### config.mk
export PLATFORM = sky130hd
export DESIGN_NAME = morse_codec
export DESIGN_NICKNAME = d
export VERILOG_FILES = /design/src/mc_pkg.sv /design/src/morse_codec.sv /design/src/mc_xlate.sv
export SDC_FILE = /design/constraint.sdc
export NUM_CORES = 1
export LEC_CHECK = 0
export BUFFER_PORTS_ARGS = -buffer_cell sky130_fd_sc_hd__buf_4
export CORE_UTILIZATION = 55
export CTS_CLUSTER_DIAMETER = 60
export DETAILED_ROUTE_END_ITERATION = 16
export PLACE_DENSITY = 0.77
export SYNTH_ARGS = -nofsm -noshare
export SYNTH_HDL_FRONTEND = slang
export SYNTH_SLANG_ARGS = --single-unit
### constraint.sdc
create_clock -name clk_i -period 3.1 [get_ports clk_i]
set_input_delay 0.62 -clock clk_i [delete_from_list [all_inputs] [get_ports clk_i]]
set_output_delay 0.62 -clock clk_i [all_outputs]
set_load 0.02 [all_outputs]
### src/mc_pkg.sv
`timescale 1ns / 1ps
// ----------------------------------------------------------------------------
// mc_pkg: shared types and code tables for the Morse codec
// Beat types for both channels, the decode tree and the letter code table.
// ----------------------------------------------------------------------------
package mc_pkg;

  // Most results one input beat can cause: four symbols and a space
  localparam int unsigned MaxRes   = 5;
  localparam int unsigned ResCntW  = $clog2(MaxRes + 1);
  localparam int unsigned MaxDepth = 4;
  localparam int unsigned DepthW   = $clog2(MaxDepth + 1);
  localparam int unsigned NodeW    = 5;

  localparam logic [7:0] ChSpace = 8'h20;
  localparam logic [7:0] ChDash  = 8'h2D;
  localparam logic [7:0] ChDot   = 8'h2E;
  localparam logic [7:0] ChNone  = 8'h00;

  localparam logic DirDecode = 1'b0;
  localparam logic DirEncode = 1'b1;

  typedef struct packed {
    logic [7:0] in_char;
    logic       line_end;
  } mc_in_t;

  typedef struct packed {
    logic [7:0] out_char;
    logic       bad_code;
    logic       run_last;
  } mc_out_t;

  // One pending result without the last marker
  typedef struct packed {
    logic [7:0] ch;
    logic       bad;
  } mc_res_t;

  // Position of the decoder in the code tree
  typedef struct packed {
    logic [NodeW-1:0]  idx;
    logic [DepthW-1:0] len;
    logic              off;
  } mc_path_t;

  // Code of one letter: symbol i is a dash when bit i is set
  typedef struct packed {
    logic [DepthW-1:0]   len;
    logic [MaxDepth-1:0] dash;
  } mc_code_t;

  // Letter at a tree node; zero where the node holds no letter
  function automatic logic [7:0] tree_letter(input logic [NodeW-1:0] idx);
    logic [7:0] ch;
    unique case (idx)
      5'd0:  ch = ChSpace;
      5'd1:  ch = "E";
      5'd2:  ch = "T";
      5'd3:  ch = "I";
      5'd4:  ch = "A";
      5'd5:  ch = "N";
      5'd6:  ch = "M";
      5'd7:  ch = "S";
      5'd8:  ch = "U";
      5'd9:  ch = "R";
      5'd10: ch = "W";
      5'd11: ch = "D";
      5'd12: ch = "K";
      5'd13: ch = "G";
      5'd14: ch = "O";
      5'd15: ch = "H";
      5'd16: ch = "V";
      5'd17: ch = "F";
      5'd19: ch = "L";
      5'd21: ch = "P";
      5'd22: ch = "J";
      5'd23: ch = "B";
      5'd24: ch = "X";
      5'd25: ch = "C";
      5'd26: ch = "Y";
      5'd27: ch = "Z";
      5'd28: ch = "Q";
      default: ch = ChNone;
    endcase
    return ch;
  endfunction

  // Dot and dash pattern of letter A + li
  function automatic mc_code_t letter_code(input logic [4:0] li);
    mc_code_t c;
    unique case (li)
      5'd0:  c = '{len: 3'd2, dash: 4'b0010};
      5'd1:  c = '{len: 3'd4, dash: 4'b0001};
      5'd2:  c = '{len: 3'd4, dash: 4'b0101};
      5'd3:  c = '{len: 3'd3, dash: 4'b0001};
      5'd4:  c = '{len: 3'd1, dash: 4'b0000};
      5'd5:  c = '{len: 3'd4, dash: 4'b0100};
      5'd6:  c = '{len: 3'd3, dash: 4'b0011};
      5'd7:  c = '{len: 3'd4, dash: 4'b0000};
      5'd8:  c = '{len: 3'd2, dash: 4'b0000};
      5'd9:  c = '{len: 3'd4, dash: 4'b1110};
      5'd10: c = '{len: 3'd3, dash: 4'b0101};
      5'd11: c = '{len: 3'd4, dash: 4'b0010};
      5'd12: c = '{len: 3'd2, dash: 4'b0011};
      5'd13: c = '{len: 3'd2, dash: 4'b0001};
      5'd14: c = '{len: 3'd3, dash: 4'b0111};
      5'd15: c = '{len: 3'd4, dash: 4'b0110};
      5'd16: c = '{len: 3'd4, dash: 4'b1011};
      5'd17: c = '{len: 3'd3, dash: 4'b0010};
      5'd18: c = '{len: 3'd3, dash: 4'b0000};
      5'd19: c = '{len: 3'd1, dash: 4'b0001};
      5'd20: c = '{len: 3'd3, dash: 4'b0100};
      5'd21: c = '{len: 3'd4, dash: 4'b1000};
      5'd22: c = '{len: 3'd3, dash: 4'b0110};
      5'd23: c = '{len: 3'd4, dash: 4'b1001};
      5'd24: c = '{len: 3'd4, dash: 4'b1101};
      5'd25: c = '{len: 3'd4, dash: 4'b0011};
      default: c = '{len: 3'd0, dash: 4'b0000};
    endcase
    return c;
  endfunction

endpackage

### src/morse_codec.sv
`timescale 1ns / 1ps
`default_nettype none
// ----------------------------------------------------------------------------
// morse_codec: Morse code encoder and decoder for the letters A to Z
// Decodes dot and dash characters to letters or encodes letters to Morse.
// ----------------------------------------------------------------------------
//  channel  | direction | handshake           | beat
//  in       | sink      | in_valid/in_ready   | in_char, line_end
//  out      | source    | out_valid/out_ready | out_char, bad_code, run_last
//  cfg      | sink      | cfg_we (no wait)    | direction
//
//  An input beat is translated combinationally into a result buffer of up to five
//  entries; the buffer drains one result per cycle while out_ready_i is high, so a
//  beat yields one output beat per result (encode: one for a space or an
//  unknown character, else code length plus one, two to five; decode: zero to
//  two). A beat with no result leaves the buffer empty.
//  The next beat is taken in the cycle the last buffered result leaves.
//  Reset clears the direction to decode and the path to the tree root.
//  A stall on the output holds the buffer and blocks the input.
// ----------------------------------------------------------------------------
module morse_codec (
  input  wire logic            clk_i,
  input  wire logic            rst_ni,
  input  wire logic            cfg_we_i,
  input  wire logic            cfg_wdata_i,
  input  wire logic            in_valid_i,
  output logic                 in_ready_o,
  input  wire mc_pkg::mc_in_t  in_beat_i,
  output logic                 out_valid_o,
  input  wire logic            out_ready_i,
  output mc_pkg::mc_out_t      out_beat_o
);
  import mc_pkg::*;

  logic                   direction_q;
  mc_path_t               path_q;
  mc_path_t               path_d;
  mc_res_t [MaxRes-1:0]   res_q;
  mc_res_t [MaxRes-1:0]   res_d;
  logic [ResCntW-1:0]     cnt_q;
  logic [ResCntW-1:0]     cnt_d;
  logic [ResCntW-1:0]     new_cnt;
  logic                   in_fire;
  logic                   out_fire;

  // Translate the incoming beat
  mc_xlate u_xlate (
    .dir_i  (direction_q),
    .beat_i (in_beat_i),
    .path_i (path_q),
    .res_o  (res_d),
    .cnt_o  (new_cnt),
    .path_o (path_d)
  );

  // Accept when the buffer is empty or its last result leaves now
  assign out_valid_o = (cnt_q != '0);
  assign in_ready_o  = (cnt_q == '0) || ((cnt_q == ResCntW'(1)) && out_ready_i);
  assign in_fire     = in_valid_i && in_ready_o;
  assign out_fire    = out_valid_o && out_ready_i;

  // Present the head of the buffer
  assign out_beat_o.out_char = res_q[0].ch;
  assign out_beat_o.bad_code = res_q[0].bad;
  assign out_beat_o.run_last = (cnt_q == ResCntW'(1));

  // Next fill level
  always_comb begin
    cnt_d = cnt_q;
    if (in_fire) begin
      cnt_d = new_cnt;
    end else if (out_fire) begin
      cnt_d = cnt_q - ResCntW'(1);
    end
  end

  // Hold control state: direction, tree position, fill level
  always_ff @(posedge clk_i or negedge rst_ni) begin
    if (!rst_ni) begin
      direction_q <= DirDecode;
      path_q      <= '0;
      cnt_q       <= '0;
    end else begin
      if (cfg_we_i) begin
        direction_q <= cfg_wdata_i;
      end
      if (in_fire) begin
        path_q <= path_d;
      end
      cnt_q <= cnt_d;
    end
  end

  // Load a new result list, or advance the buffer by one beat
  always_ff @(posedge clk_i) begin
    if (in_fire) begin
      res_q <= res_d;
    end else if (out_fire) begin
      for (int i = 0; i < MaxRes - 1; i++) begin
        res_q[i] <= res_q[i+1];
      end
    end
  end

  // Fill level never exceeds the buffer depth
  assert property (@(posedge clk_i) disable iff (!rst_ni)
    cnt_q <= ResCntW'(MaxRes))
    else $error("result count above buffer depth");

  // The path is only marked off the tree at full depth
  assert property (@(posedge clk_i) disable iff (!rst_ni)
    path_q.off |-> (path_q.len == DepthW'(MaxDepth)))
    else $error("off-tree flag below full depth");

  // An empty path sits at the root
  assert property (@(posedge clk_i) disable iff (!rst_ni)
    (path_q.len == '0) |-> (path_q.idx == '0))
    else $error("empty path away from the root");

  // Every beat taken in encode mode yields at least one result
  assert property (@(posedge clk_i) disable iff (!rst_ni)
    (in_fire && (direction_q == DirEncode)) |=> out_valid_o)
    else $error("encode beat produced no result");

  // Encoding leaves the tree position alone
  assert property (@(posedge clk_i) disable iff (!rst_ni)
    (in_fire && (direction_q == DirEncode)) |=> $stable(path_q))
    else $error("encode beat moved the decode path");

endmodule
`default_nettype wire

### src/mc_xlate.sv
`timescale 1ns / 1ps
`default_nettype none
// ----------------------------------------------------------------------------
// mc_xlate: single-pass translation of one input beat
// Builds the list of results for one beat and the next tree position.
// ----------------------------------------------------------------------------
module mc_xlate (
  input  wire logic                                  dir_i,
  input  wire mc_pkg::mc_in_t                        beat_i,
  input  wire mc_pkg::mc_path_t                      path_i,
  output mc_pkg::mc_res_t [mc_pkg::MaxRes-1:0]       res_o,
  output logic [mc_pkg::ResCntW-1:0]                 cnt_o,
  output mc_pkg::mc_path_t                           path_o
);
  import mc_pkg::*;

  logic       is_space;
  logic       is_dash;
  logic       is_letter;
  logic [4:0] li;
  mc_code_t   code;
  mc_path_t   step;
  mc_res_t    emit_now;
  mc_res_t    emit_eol;
  logic [7:0] ch_now;
  logic [7:0] ch_eol;

  assign is_space  = (beat_i.in_char == ChSpace);
  assign is_dash   = (beat_i.in_char == ChDash);
  assign is_letter = ((beat_i.in_char >= "A") && (beat_i.in_char <= "Z")) ||
                     ((beat_i.in_char >= "a") && (beat_i.in_char <= "z"));
  // Both cases share the low five bits: A and a give 1
  assign li        = beat_i.in_char[4:0] - 5'd1;
  assign code      = letter_code(li);

  // Advance the path by one symbol, or mark it off the tree past depth four
  always_comb begin
    step = path_i;
    if (path_i.off || (path_i.len >= DepthW'(MaxDepth))) begin
      step.off = 1'b1;
    end else begin
      step.idx = {path_i.idx[NodeW-2:0], 1'b0} + (is_dash ? 5'd2 : 5'd1);
      step.len = path_i.len + 3'd1;
    end
  end

  // Letter emitted by a space, taken from the current path
  assign ch_now   = tree_letter(path_i.idx);
  assign emit_now = path_i.off ? '{ch: ChNone, bad: 1'b1}
                               : '{ch: ch_now, bad: (ch_now == ChNone)};

  // Letter emitted by the line end flush, after this beat's symbol
  assign ch_eol   = tree_letter(step.idx);
  always_comb begin
    if (is_space) begin
      emit_eol = '{ch: ChSpace, bad: 1'b0};
    end else if (step.off) begin
      emit_eol = '{ch: ChNone, bad: 1'b1};
    end else begin
      emit_eol = '{ch: ch_eol, bad: (ch_eol == ChNone)};
    end
  end

  // Assemble the result list and the next tree position
  always_comb begin
    res_o  = '0;
    cnt_o  = '0;
    path_o = path_i;
    if (dir_i == DirEncode) begin
      if (is_space) begin
        res_o[0] = '{ch: ChSpace, bad: 1'b0};
        cnt_o    = ResCntW'(1);
      end else if (is_letter) begin
        for (int i = 0; i < MaxRes; i++) begin
          res_o[i] = '{ch: ChSpace, bad: 1'b0};
        end
        for (int i = 0; i < MaxDepth; i++) begin
          if (DepthW'(i) < code.len) begin
            res_o[i] = '{ch: code.dash[i] ? ChDash : ChDot, bad: 1'b0};
          end
        end
        cnt_o = ResCntW'(code.len) + ResCntW'(1);
      end else begin
        res_o[0] = '{ch: ChNone, bad: 1'b1};
        cnt_o    = ResCntW'(1);
      end
    end else begin
      if (is_space) begin
        res_o[0] = emit_now;
        cnt_o    = ResCntW'(1);
        path_o   = '0;
        if (beat_i.line_end) begin
          res_o[1] = emit_eol;
          cnt_o    = ResCntW'(2);
        end
      end else begin
        path_o = step;
        if (beat_i.line_end) begin
          res_o[0] = emit_eol;
          cnt_o    = ResCntW'(1);
          path_o   = '0;
        end
      end
    end
  end

endmodule
`default_nettype wire
* Word level (Yosys, flattened, before mapping)
Memory sizes are Yosys's and may differ from the RTL's. Cells that the tools add are included.
Word-level totals: register bits after elaboration 56, bits in latches 0, RAM bits 0, memory bits (read-only) 672, input port bits 15, output and inout bits 12, logic and storage cells 88, memories 3
Memory list:
- (name not given) | depth 32, width 7, read ports 1, clocked after memory_dff 0, write ports 0, line mc_pkg.sv:56 | unique case (idx)
- (name not given) | depth 32, width 7, read ports 1, clocked after memory_dff 0, write ports 0, line mc_pkg.sv:56
- (name not given) | depth 32, width 7, read ports 1, clocked after memory_dff 0, write ports 0, line mc_pkg.sv:92 | unique case (li)
Cells by class: add/subtract/negate cells 5, multipliers 0, divide/modulo/power cells 0, $lt $le $gt $ge 9, equality and inequality tests 4, shifts and indexed selects 0, muxes and demuxes 35, bitwise gates (word level) 1, reduce and logical (&&, ||, !) cells 16
Operators by type and width (number):
- 2-to-1 mux 9 bit | 14
- 2-to-1 mux 36 bit | 2
- 2-to-1 mux 18 bit | 2
- 2-to-1 mux 34 bit | 1
- 2-to-1 mux 27 bit | 1
- 2-to-1 mux 3 bit | 6
- == test 8 x 6 -> 1 bit (second input constant) | 2
- greater-or-equal comparator 8 x 7 -> 1 bit (second input constant) | 2
- <= comparator 8 x 7 -> 1 bit (second input constant) | 2
- logical NOT 8 bit | 2
- 2-to-1 mux 2 bit | 6
- 2-to-1 mux 8 bit | 1
- adder 3 x 1 -> 3 bit (second input constant) | 2
- less-than comparator 1 x 3 -> 1 bit (first input constant) | 2
- less-than comparator 2 x 3 -> 1 bit (first input constant) | 2
- adder 5 bit | 1
- logical AND 1 bit | 5
- subtractor 5 x 1 -> 5 bit (second input constant) | 1
- == test 3 x 1 -> 1 bit (second input constant) | 1
- greater-or-equal comparator 3 bit (second input constant) | 1
- logical NOT 3 bit | 1
- logical OR 1 bit | 3
- inequality test 3 x 2 -> 1 bit (second input constant) | 1
- AND reduction 3 bit | 1
- other kinds (7) | 8

* Longest topological paths before layout
An unclocked memory read counts as a cell.
depth after elaboration 12, depth in mapped cells 14, depth with buffers taken out 14

* Modules after synthesis
A second synthesis with hierarchy kept.
Unflattened totals: cells, all modules 515, area total of the unflattened synthesis 5046.1 µm²
By module, submodules not included:
- morse_codec | times used 1, cells an instance 147, area an instance 2673.8 µm², seq. area each 1676.6 µm²
- mc_xlate | times used 1, cells an instance 368, area an instance 2372.3 µm², seq. area each 0.0 µm²

* Least setup slack after synthesis
OpenSTA, ideal clock, no wires.
kind input to register, start point input port in_beat_i[5] (netlist bit), end point register res_q, in the netlist out_beat_o[6], data pin, setup time 0.261 ns, arrival 3.297 ns, required time 2.839 ns, slack -0.458 ns, cell stages on the path 9, path buffers 1, cells stage by stage or4b_4 nor3_4 ha_1 a21oi_1 clkbuf_1 mux2i_1 o21ai_0 mux2_1 a221o_1
Between the ends: longest elaborated chain between the ends 11, elaborated cells on any way between the ends 21, those cells by class add/sub (1); order compare (4); eq/ne (2); mux (10); reduce/logical (3); memory (1)
RTL lines:
- start, declared | line morse_codec.sv:28 | input wire mc_pkg::mc_in_t in_beat_i,
- == test 8 x 6 -> 1 bit | line mc_xlate.sv:29 | assign is_dash = (beat_i.in_char == ChDash);
- 2-to-1 mux 2 bit | line mc_xlate.sv:42 | step.idx = {path_i.idx[NodeW-2:0], 1'b0} + (is_dash ? 5'd2 : 5'd1);
- adder 5 bit | line mc_xlate.sv:42
- 2-to-1 mux 8 bit | line mc_xlate.sv:39 | if (path_i.off || (path_i.len >= DepthW'(MaxDepth))) begin
- memory (32 x 7 bit)
- 2-to-1 mux 9 bit | line mc_xlate.sv:57 | end else if (step.off) begin
- 2-to-1 mux 9 bit | line mc_xlate.sv:55 | if (is_space) begin
- 2-to-1 mux 9 bit | line mc_xlate.sv:98 | if (beat_i.line_end) begin
- 2-to-1 mux 9 bit | line mc_xlate.sv:88 | if (is_space) begin
- 2-to-1 mux 18 bit (*) | line mc_xlate.sv:69 | if (dir_i == DirEncode) begin
- 2-to-1 mux 36 bit (*) | line morse_codec.sv:96 | if (in_fire) begin
- end signal, assigned | line morse_codec.sv:97 | res_q <= res_d;
- end signal, assigned by index | line morse_codec.sv:100 | res_q[i] <= res_q[i+1];
- end, declared | line morse_codec.sv:38 | mc_res_t [MaxRes-1:0] res_q;
Mark *: on every way between the ends. The rest lies on a longest branch, timed or not. The select of a mux whose other input is x is not followed. A chain may end at the register's enable or synchronous reset.

* Worst setup path after layout
start point input port in_beat_i[8] (netlist bit), end point register res_q, in the netlist out_beat_o[1], data pin
Between the ends: longest elaborated chain between the ends 12, elaborated cells on any way between the ends 22, those cells by class add/sub (1); order compare (4); eq/ne (2); mux (10); reduce/logical (4); memory (1)
RTL lines:
- == test 8 x 6 -> 1 bit | line mc_xlate.sv:29
- 2-to-1 mux 2 bit | line mc_xlate.sv:42
- adder 5 bit | line mc_xlate.sv:42
- 2-to-1 mux 8 bit | line mc_xlate.sv:39
- memory (32 x 7 bit)
- logical NOT 8 bit | line mc_xlate.sv:60 | emit_eol = '{ch: ch_eol, bad: (ch_eol == ChNone)};
- 2-to-1 mux 9 bit | line mc_xlate.sv:57
- 2-to-1 mux 9 bit | line mc_xlate.sv:55
- 2-to-1 mux 9 bit | line mc_xlate.sv:98
- 2-to-1 mux 9 bit | line mc_xlate.sv:88
- 2-to-1 mux 18 bit (*) | line mc_xlate.sv:69
- 2-to-1 mux 36 bit (*) | line morse_codec.sv:96
Marks and branches as above.

==> metrics.md <==
| Metric | Value |
|---|---|
| Number of instances in the synthesized netlist | `422` |
| Largest fanout on the critical path | `4` |
| Die Y-Extent | `82.3 um` |
| Startpoint type of the worst setup path | `primary input` |
| Int Power | `about 2200 uW` |
| Final routed wire length divided by cell count | `17.2 um` |
| Asr flop ratio synth | `0.342` |
| Fmax | `0.306 GHz` |
| Post-Syn Area | `3540 um^2` |
| Data arrival time of the critical path | `3410 ps` |
| Initial antenna violation count | `0` |
| TritonCTS Buffers | `5` |
| Share of post-route cells with drive strength above 1 | `0.264` |
| Leading cell types in the layout, fill and taps excluded | `sky130_fd_sc_hd__buf_4 (87), sky130_fd_sc_hd__nand2_1 (40), sky130_fd_sc_hd__nor2_1 (37)` |
| Area of all sequential standard cells | `1080 um^2` |
| Area used by multi-input combinational logic | `approximately 2400 um^2` |
| H-tree Lvls | `2` |
| Net total in the final layout | `approximately 520` |
| Dpl ws | `-454 ps` |
| Kind of path behind the tightest hold check | `primary input to asynchronous set/reset pin` |
| Fraction of power spent switching nets | `0.441` |
| Clock tree from TritonCTS | `built` |
| Critical path data required time | `3240 ps` |
| Category of cells accounting for the largest share of critical-path delay | `simple AND/OR/NAND/NOR gates` |
| Via count of the first global-routing pass | `approximately 3.2k` |
| Residual overflow from global routing | `0` |
| Type of destination of the critical path | `flop` |
| Number of antenna diodes | `0` |
| Static Leak | `0.00193 uW` |
| Cell chain of the critical path | `buf_6 -> or4b_4 -> nor2_4 -> xnor2_2 -> nor2_2 -> a21oi_2 -> inv_2 -> ha_4 -> mux2i_1 -> mux2i_1 -> a22o_1 -> or4b_4 -> a31oi_4` |
| Final weighted congestion in routability-driven placement | `about 0.9` |
| Net switching power of the design | `approximately 1800 uW` |
| Transition time of the tightest slew-check pin | `661 ps` |
| Core region area | `~6000 um^2` |
| Overall power of the completed layout | `4000 uW` |
| Most common cell after layout, fill and taps aside | `sky130_fd_sc_hd__buf_4` |
| Sequential share of power | `0.232` |
| Routed length on met1 | `4020 um` |
| Synth-to-layout area growth | `24.3%` |
| Die outline area | `6770 um^2` |
| Endpoints failing hold | `0` |
| Post-route ant nets | `0` |
| Register area share after synthesis | `0.304` |
| Setup repair after global routing missed its margin | `true` |
| Max-capacitance violation count | `0` |
| Clock sink total | `38` |
| Ratio of final minimum period to clock period | `1.06` |
| HPWL after detailed placement | `7020 um` |
| Placed Cells | `547` |
| CP max stage delay | `590 ps` |
| Violated checks | `negative setup slack` |
| Peak ir drop on the vdd network | `0.709 mV` |
| Fill cell instance count of the final layout | `466` |
| Time the worst path needs with I/O delays and setup | `3270 ps` |
| Maximum number of pins on one net before global-route repair | `30` |
| Post-Synthesis Mean Instance Area | `about 8.4 um^2` |
| Clock Latency Late Sink | `between 200 and 300 ps` |
| Worst slew margin | `0.559` |
| Outcome | `complete, but fails checks` |
| # port buffers | `25` |
| Fin worst setup slack | `-172 ps` |
| Number of flops mapped to enable cells by yosys | `25` |
| Class of the most critical setup path | `primary input to flop` |
| Post-route core utilization | `0.727` |
| 1st-pass router iterations | `7` |
| Number of remaining DRC errors | `0` |
| Root Buffer Master | `sky130_fd_sc_hd__clkbuf_8` |
| Average via count per standard cell | `6.11` |
| Global-route wire length before repair | `15300 um` |
| Global routing usage summed across all routing layers | `0.301` |
| Total of flip-flops plus latches after synthesis | `38` |
| Final setup fails | `2` |
| Crit path buffers/inverters | `2` |
| Primary flip-flop cell chosen by synthesis mapping | `sky130_fd_sc_hd__edfxtp_1` |
| DRT iter0 DRCs | `309` |
| IO Count | `27` |
| Wirelength, routed | `between 9000 and 10000 um` |
| Cell Rows | `28` |
| Final Instance Count excl. Fillers | `560` |
| Max Used Layer | `met4` |
| Chip Width | `82.3 um` |
| Combinational group share of total power | `0.640` |
| Met2 layer wire length in the routed design | `4870 um` |
| Power density over the cells | `908 nW/um^2` |
| Clock power frac | `0.128` |
| Maximum root-to-sink buffer count | `2` |
| Effective utilization at floorplan | `0.585` |
| Yosys warning total | `0` |
| Met3 wire length | `445 um` |
| Skew final | `6.06 ps` |
| CP max-delay cell | `sky130_fd_sc_hd__or4b_4` |
| Number of slew-limit violations in the final report | `0` |
| Synth cell types | `59` |
| Clock edge transition at the registers on the reported setup and hold paths | `80 ps` |
| Detailed-route via count | `3419` |
## synth_stat cells, types with 3 or more instances
cell | instances | area share
sky130_fd_sc_hd__o21ai_1 | 9 | 0.013
sky130_fd_sc_hd__or2_1 | 3 | 0.0053
sky130_fd_sc_hd__o211ai_1 | 8 | 0.017
sky130_fd_sc_hd__a31oi_1 | 4 | 0.0071
sky130_fd_sc_hd__nand2_1 | 40 | 0.042
sky130_fd_sc_hd__o31ai_1 | 5 | 0.011
sky130_fd_sc_hd__nor2b_1 | 9 | 0.016
sky130_fd_sc_hd__dfrtp_1 | 13 | 0.092
sky130_fd_sc_hd__a221o_1 | 5 | 0.014
sky130_fd_sc_hd__a21oi_1 | 30 | 0.042
sky130_fd_sc_hd__nand3_1 | 11 | 0.016
sky130_fd_sc_hd__edfxtp_1 | 25 | 0.21
sky130_fd_sc_hd__nor2_1 | 40 | 0.042
sky130_fd_sc_hd__o22ai_1 | 7 | 0.012
sky130_fd_sc_hd__inv_2 | 4 | 0.0042
sky130_fd_sc_hd__and3_1 | 4 | 0.0071
sky130_fd_sc_hd__mux2i_1 | 21 | 0.059
sky130_fd_sc_hd__nor3_1 | 8 | 0.011
sky130_fd_sc_hd__xnor2_1 | 11 | 0.027
sky130_fd_sc_hd__clkbuf_1 | 23 | 0.024
sky130_fd_sc_hd__ha_1 | 25 | 0.088
sky130_fd_sc_hd__nand2b_1 | 10 | 0.018
sky130_fd_sc_hd__o21ai_0 | 25 | 0.035
sky130_fd_sc_hd__buf_2 | 3 | 0.0042
sky130_fd_sc_hd__a22o_1 | 7 | 0.017
sky130_fd_sc_hd__inv_1 | 11 | 0.012
sky130_fd_sc_hd__a211oi_1 | 5 | 0.011
sky130_fd_sc_hd__nor4b_1 | 3 | 0.0074
sky130_fd_sc_hd__a21o_1 | 5 | 0.011
sky130_fd_sc_hd__buf_4 | 9 | 0.019
## registers in the layout, summed over array words and instances (netlist names)
register,count
res_q,17
path_q,9
out_beat_o,8
direction_q,1
cnt_q,3
## power by group through the flow
stage	logic [uW]	clock network, uW	registers (uW)
finish	2560	511	928
global route	2790	531	954
CTS	2480	510	923
detailed placement	2430	0	932
global placement	2360	0	924
floorplan	1740	0	852
## kinds of logic (layout without fill, tap and decap cells)
| kind of cell | count (synthesis) | in the layout | share of synthesized area |
|---|---|---|---|
| XOR/XNOR | 13 | 13 | 0.0321 |
| adder cells (fa/ha/maj) | 25 | 25 | 0.0883 |
| buffers and inverters | 52 | 112 | 0.0678 |
| AO/OA/AOI/OAI | 128 | 128 | 0.236 |
| multiplexers | 26 | 26 | 0.0784 |
| AND/OR/NAND/NOR | 139 | 139 | 0.192 |
| other | 1 | 4 | 0.00106 |
| flip-flops | 38 | 38 | 0.304 |
## final timing paths
| path | slack (ps) | from | cells past startpoint | endpoint |
|---|---|---|---|---|
| setup / recovery | -170 | in_beat_i[8] | 13 | out_beat_o[1] |
| hold / removal | 170 | rst_ni | 1 | cnt_q[1] |
| setup reg to reg | 240 | path_q[0] | 9 | out_beat_o[1] |
| hold reg to reg | 490 | path_q[1] | 1 | path_q[1] |
| max in group asynchronous | 2750 | rst_ni | 1 | path_q[0] |
| min in group clk_i | 490 | path_q[1] | 1 | path_q[1] |
## area by class of cell
cell class              count  area share
repair buffers             89       0.153
clock inverters             3      0.0156
clock buffers               5      0.0156
inverters                  15      0.0128
flip-flops and latches     38       0.244
multi-input cells         335       0.537
well taps                  75      0.0213
## per-layer routing
layer	vias to the layer above	GRT usage
met3	26	0.0516
met4	0	0.130
met2	123	0.533
met5	-	0
li1	1651	-
met1	1619	0.355
## stage by stage
step / TNS, ps / hold WS (ps) / area (um^2)
CTS: -176 / 171 / 4350
detailed placement: -2640 / 482 / 4170
global placement: -1920 / 472 / 4170
finish: -187 / 170 / 4400
global route: -625 / 169 / 4400
floorplan: -263 / 324 / 3640
## repair_timing
item | 4_1_cts | 5_1_grt
gates resized for setup | 4 | 8
hold buffers | 0 | 0
buffers inserted | 3 | 2
pin swaps | 1 | 12
setup endpoints to repair | 4 | 7
Power figures use the tool's default switching activity.
